### src/sv/ic2d_pkg.sv
`default_nettype none
package ic2d_pkg;

    localparam int KW         = 5;
    localparam int CH_W       = 8;
    localparam int NCH        = 3;
    localparam int PIX_W      = NCH * CH_W;
    localparam int TAP_W      = 12;
    localparam int ROW_CFG_W  = KW * TAP_W;
    localparam int DELTA_W    = 10;
    localparam int WID_CFG_W  = 11;
    localparam int HGT_W      = 13;
    localparam int ROW_W      = HGT_W + 1;
    localparam int NBANK      = 5;
    localparam int BANK_W     = 3;
    localparam int FIFO_DEPTH = 8;
    localparam int FIFO_AW    = 3;
    localparam int CFG_IDX_W  = 3;

    typedef logic [PIX_W-1:0] t_pix;

    typedef enum logic [CFG_IDX_W-1:0] {
        CFG_COEF_ROW0    = 3'd0,
        CFG_COEF_ROW1    = 3'd1,
        CFG_COEF_ROW2    = 3'd2,
        CFG_COEF_ROW3    = 3'd3,
        CFG_COEF_ROW4    = 3'd4,
        CFG_OFFSET_DELTA = 3'd5,
        CFG_IMAGE_WIDTH  = 3'd6,
        CFG_IMAGE_HEIGHT = 3'd7
    } t_cfg_idx;

    // one 5x5 window, already zero padded, plus position flags
    typedef struct packed {
        logic                     valid;
        logic                     eol;
        logic                     eof;
        t_pix [KW-1:0][KW-1:0]    px;
    } t_job;

    typedef struct packed {
        logic [CH_W-1:0] c0;
        logic [CH_W-1:0] c1;
        logic [CH_W-1:0] c2;
        logic            eol;
        logic            eof;
    } t_res;

endpackage
`default_nettype wire

### src/sv/ic2d_fifo.sv
`default_nettype none
module ic2d_fifo (
    input  logic            i_clk,
    input  logic            i_rst_n,
    input  logic            i_wr,
    input  ic2d_pkg::t_res  i_data,
    input  logic            i_rd,
    output logic            o_valid,
    output ic2d_pkg::t_res  o_data
);
    import ic2d_pkg::*;

    t_res               r_mem [FIFO_DEPTH];
    logic [FIFO_AW-1:0] r_wr_ptr, r_rd_ptr;
    logic [FIFO_AW:0]   r_cnt;
    logic               pop;

    assign o_valid = r_cnt != '0;
    assign o_data  = r_mem[r_rd_ptr];
    assign pop     = i_rd && o_valid;

    always_ff @(posedge i_clk) begin
        if (i_wr) r_mem[r_wr_ptr] <= i_data;
    end

    always_ff @(posedge i_clk) begin
        if (!i_rst_n) begin
            r_wr_ptr <= '0;
            r_rd_ptr <= '0;
            r_cnt    <= '0;
        end else begin
            if (i_wr) r_wr_ptr <= r_wr_ptr + FIFO_AW'(1);
            if (pop)  r_rd_ptr <= r_rd_ptr + FIFO_AW'(1);
            r_cnt <= r_cnt + (FIFO_AW + 1)'(i_wr) - (FIFO_AW + 1)'(pop);
        end
    end

endmodule
`default_nettype wire

### config.mk
export PLATFORM = sky130hd
export DESIGN_NAME = ic2d_fifo
export DESIGN_NICKNAME = d
export VERILOG_FILES = /design/src/sv/ic2d_pkg.sv /design/src/sv/ic2d_fifo.sv
export SDC_FILE = /design/constraint.sdc
export NUM_CORES = 1
export LEC_CHECK = 0
export BUFFER_PORTS_ARGS = -buffer_cell sky130_fd_sc_hd__clkbuf_2
export CORE_ASPECT_RATIO = 0.5
export CORE_UTILIZATION = 59
export CTS_BUF_LIST = sky130_fd_sc_hd__clkbuf_4
export DETAILED_ROUTE_END_ITERATION = 16
export PLACE_DENSITY_LB_ADDON = 0.05
export SLEW_MARGIN = 20
export SYNTH_ARGS = -nofsm -noshare
export SYNTH_HDL_FRONTEND = slang
export SYNTH_SLANG_ARGS = --single-unit
### constraint.sdc
create_clock -name i_clk -period 3.5 [get_ports i_clk]
set_input_delay 0 -clock i_clk [delete_from_list [all_inputs] [get_ports i_clk]]
set_output_delay 0 -clock i_clk [all_outputs]
set_load 0.03 [all_outputs]
==> out/metrics.csv <==
stage;metric;value;unit
power_and_ir_drop;worst vdd ir;405;uV
cells_and_area;post-layout util;72.4;%
global_routing;GRT Util Overall;22.1;%
timing;Worst-Margin Slew;1.05;ns
route;drt total wl;15700;um
floorplan;die height;87.6;um
place;GPL Wtd Cong;0.769;
route;DR vias/cell;5.71;
synthesis;synthesized flop and latch total;221;
cells_and_area;synthesis-to-finish area growth;16.5;%
place;DP Cell Count;611;
cts;clock sink count;221;
cts;clk root buf;clkbuf_4;
cts;post-CTS repair timing setup buffer count;0;
timing;Slew Viols, Final;0;
power_and_ir_drop;Pwr Density;600;nW/um^2
synthesis;syn nets;410;
setup_path;crit path to;o_data[20];
setup_path;worst reg-to-reg setup slack;1.15;ns
outcome;status;complete, no violations;
floorplan;die extent in x;173;um
floorplan;Ports;57;
setup_path;critical path's largest stage delay;0.62;ns
timing;setup_tns;0;ns
synthesis;Async SR Flop Fraction;0;%
setup_path;CP arrival;2.64;ns
synthesis;Synth Cell Area;8650;um^2
global_routing;largest net degree at the start of global routing;41;
route;Vias;4135;
cts;clock-pin transition on the worst setup and hold timing paths;0.08;ns
cts;CTS Buffer Depth;3;
setup_path;Crit Path Max Fanout;40;
synthesis;Synth Instances;373;
synthesis;count leader, synth;edfxtp_1;
route;drt wl/cell;21.7;um
floorplan;CORE AREA;13900;um^2
timing;RSZ-0062 raised after global routing;no;
timing;Slew headroom;29.5;%
cts;Gates resized, CTS repair;0;
timing;Final Skew;0.0212;ns
cells_and_area;layout cells sized above 1;34.8;%
global_routing;total grt overflow;0;
hold_path;Hold Path Class;input pin to flop;
timing;Tcrit/Tclk final;75.6;%
timing;Fin. Hold Viols;0;
synthesis;top post-synthesis cells by area;edfxtp_1 (72%), mux4_1 (14%), mux2_2 (3.4%), dfxtp_1 (3.0%), mux4_2 (1.6%);
cells_and_area;Antenna Cells;0;
cts;CTS Buf Count;47;
floorplan;Site Rows;30;
setup_path;Critical Path End Type;output port;
cells_and_area;Nets;535;
power_and_ir_drop;post-layout total power;6050;uW
setup_path;crit-path cells;buf_12, mux4_1, mux2_2, clkbuf_2;
synthesis;Yosys top cell by area;edfxtp_1;
setup_path;Reg-to-Reg End;r_cnt[1];
route;Detailed Routing Iterations Pass 1;5;
global_routing;vias in the first global route;4454;
setup_path;R2R depth;9;
floorplan;die area;15200;um^2
cts;CTS tree;done;
synthesis;commonest register cell after synthesis;edfxtp_1;
global_routing;initial antenna violation count;0;
cells_and_area;post-route insts no fill;724;
floorplan;Initial Util;62.1;%
synthesis;warning count from the yosys run;0;
synthesis;register area share after synthesis;75.2;%
route;Final ANT Viol Nets;0;
power_and_ir_drop;leakage;0.00349;uW
global_routing;global-route wire length before repair;24200;um
route;Initial DRC Count;274;
setup_path;Worst EP required;3.50;ns
synthesis;Syn Area/Cell;23.2;um^2
setup_path;slowest stage cell, crit path;mux4_1;
flow_run;Max Cap Viol;0;
synthesis;EDFF count, synth;208;
timing;fmax;0.378;GHz
timing;minimum clock period;2.64;ns
setup_path;Crit Path Class;flop to output port;
timing;Final setup viols;0;
route;# DRC;0;
synthesis;count of cell types in the netlist;25;
synthesis;Yosys top cell area share;72.2;%
place;port buffer count;56;
synthesis;Post-synth top cells;edfxtp_1 (208), mux4_1 (46), mux2_2 (26);
setup_path;FF-to-FF Start;r_cnt[2];
place;DP Wirelength;8510;um
cts;Hold-fix buffers, CTS;30;
cts;H-tree levels;2;
cts;later-pin clock latency in the skew report;0.57;ns
setup_path;element type at the critical path start;flop;
## through the flow
stage | hold WS (ns) | area, um^2 | setup slack [ns]
after global routing | 0.210 | 10100 | 0.728
after global placement | 0.254 | 9180 | 1.38
after detailed placement | 0.278 | 9180 | 1.18
after CTS | 0.191 | 10100 | 0.816
final | 0.233 | 10100 | 0.856
after floorplan | 0.0989 | 8650 | 0.759
## how the worst min path moves through the flow
stage / start / endpoint / slack (ns) / depth (start not counted)
3_3_place_gp: i_data[15] / r_mem[2][15] / 0.25 / 1
4_1_cts: i_data[10] / r_mem[5][10] / 0.19 / 2
3_5_place_dp: i_data[24] / r_mem[6][24] / 0.28 / 1
2_1_floorplan: i_data[0] / r_mem[0][0] / 0.1 / 0
6_report: i_data[10] / r_mem[2][10] / 0.23 / 2
5_1_grt: i_data[1] / r_mem[2][1] / 0.21 / 2
## state kept, by name (all words and copies together) (netlist names), named ones only
name / count
r_wr_ptr: 3
r_cnt: 4
r_rd_ptr: 3
r_mem: 208
## cells by family (layout without fill, tap and decap cells)
kind of cell / after synthesis / in the layout / share of synthesized area (%)
mux: 87 / 87 / 20.0
flops: 221 / 221 / 75.2
buf+inv: 20 / 179 / 1.39
compound gates: 2 / 2 / 0.145
xor+xnor: 3 / 3 / 0.304
fa+ha+maj: 7 / 7 / 1.10
simple gates: 33 / 33 / 1.91
## power by group
part	total (uW)	internal [uW]	switching [uW]
Sequential	3040	2990	56.2
Combinational	1110	487	623
Clock	1890	1000	894
## per-layer routing
metal  vias to the layer above  GRT usage, %  share of wire [%]
met2                       134          36.8                 49
met3                        16          5.51                6.9
met5                         -             0                  0
li1                       1875             -                  -
met1                      2110          30.2                 44
met4                         0          5.47               0.79
## layout make-up
type                            instances  area (um^2)
Tap cell                              192          240
Multi-Input combinational cell        132         2080
Fill cell                             878         3840
Timing Repair Buffer                   92          638
Clock buffer                           78          586
Sequential cell                       221         6510
Clock inverter                          5         20.0
Inverter                                4         15.0
## layout by cell type (no fill, tap or decap), drive strengths merged
cell type    synthesis  routed
fa                   1       1
mux4                52      52
dfxtp               13      13
ha                   6       6
a21oi                1       1
xor2                 1       1
nand2                9       9
dlygate4sd3          0      30
xnor2                2       2
and2                 4       4
nand2b               6       6
inv                  4       4
clkbuf               9     134
nor2b                2       2
mux2i                9       9
nor3                 2       2
mux2                26      26
nor2                 7       7
clkinv               0       5
a21o                 1       1
edfxtp             208     208
nand3                1       1
buf                  7       6
or2                  1       1
or3b                 1       1
## critical path: cells and delay by family (launching register included)
kind,cells,cell delay (ns)
mux,2,0.90
flops,1,0.61
buf+inv,2,0.50
Note: power is estimated with default switching activity, not from simulation.
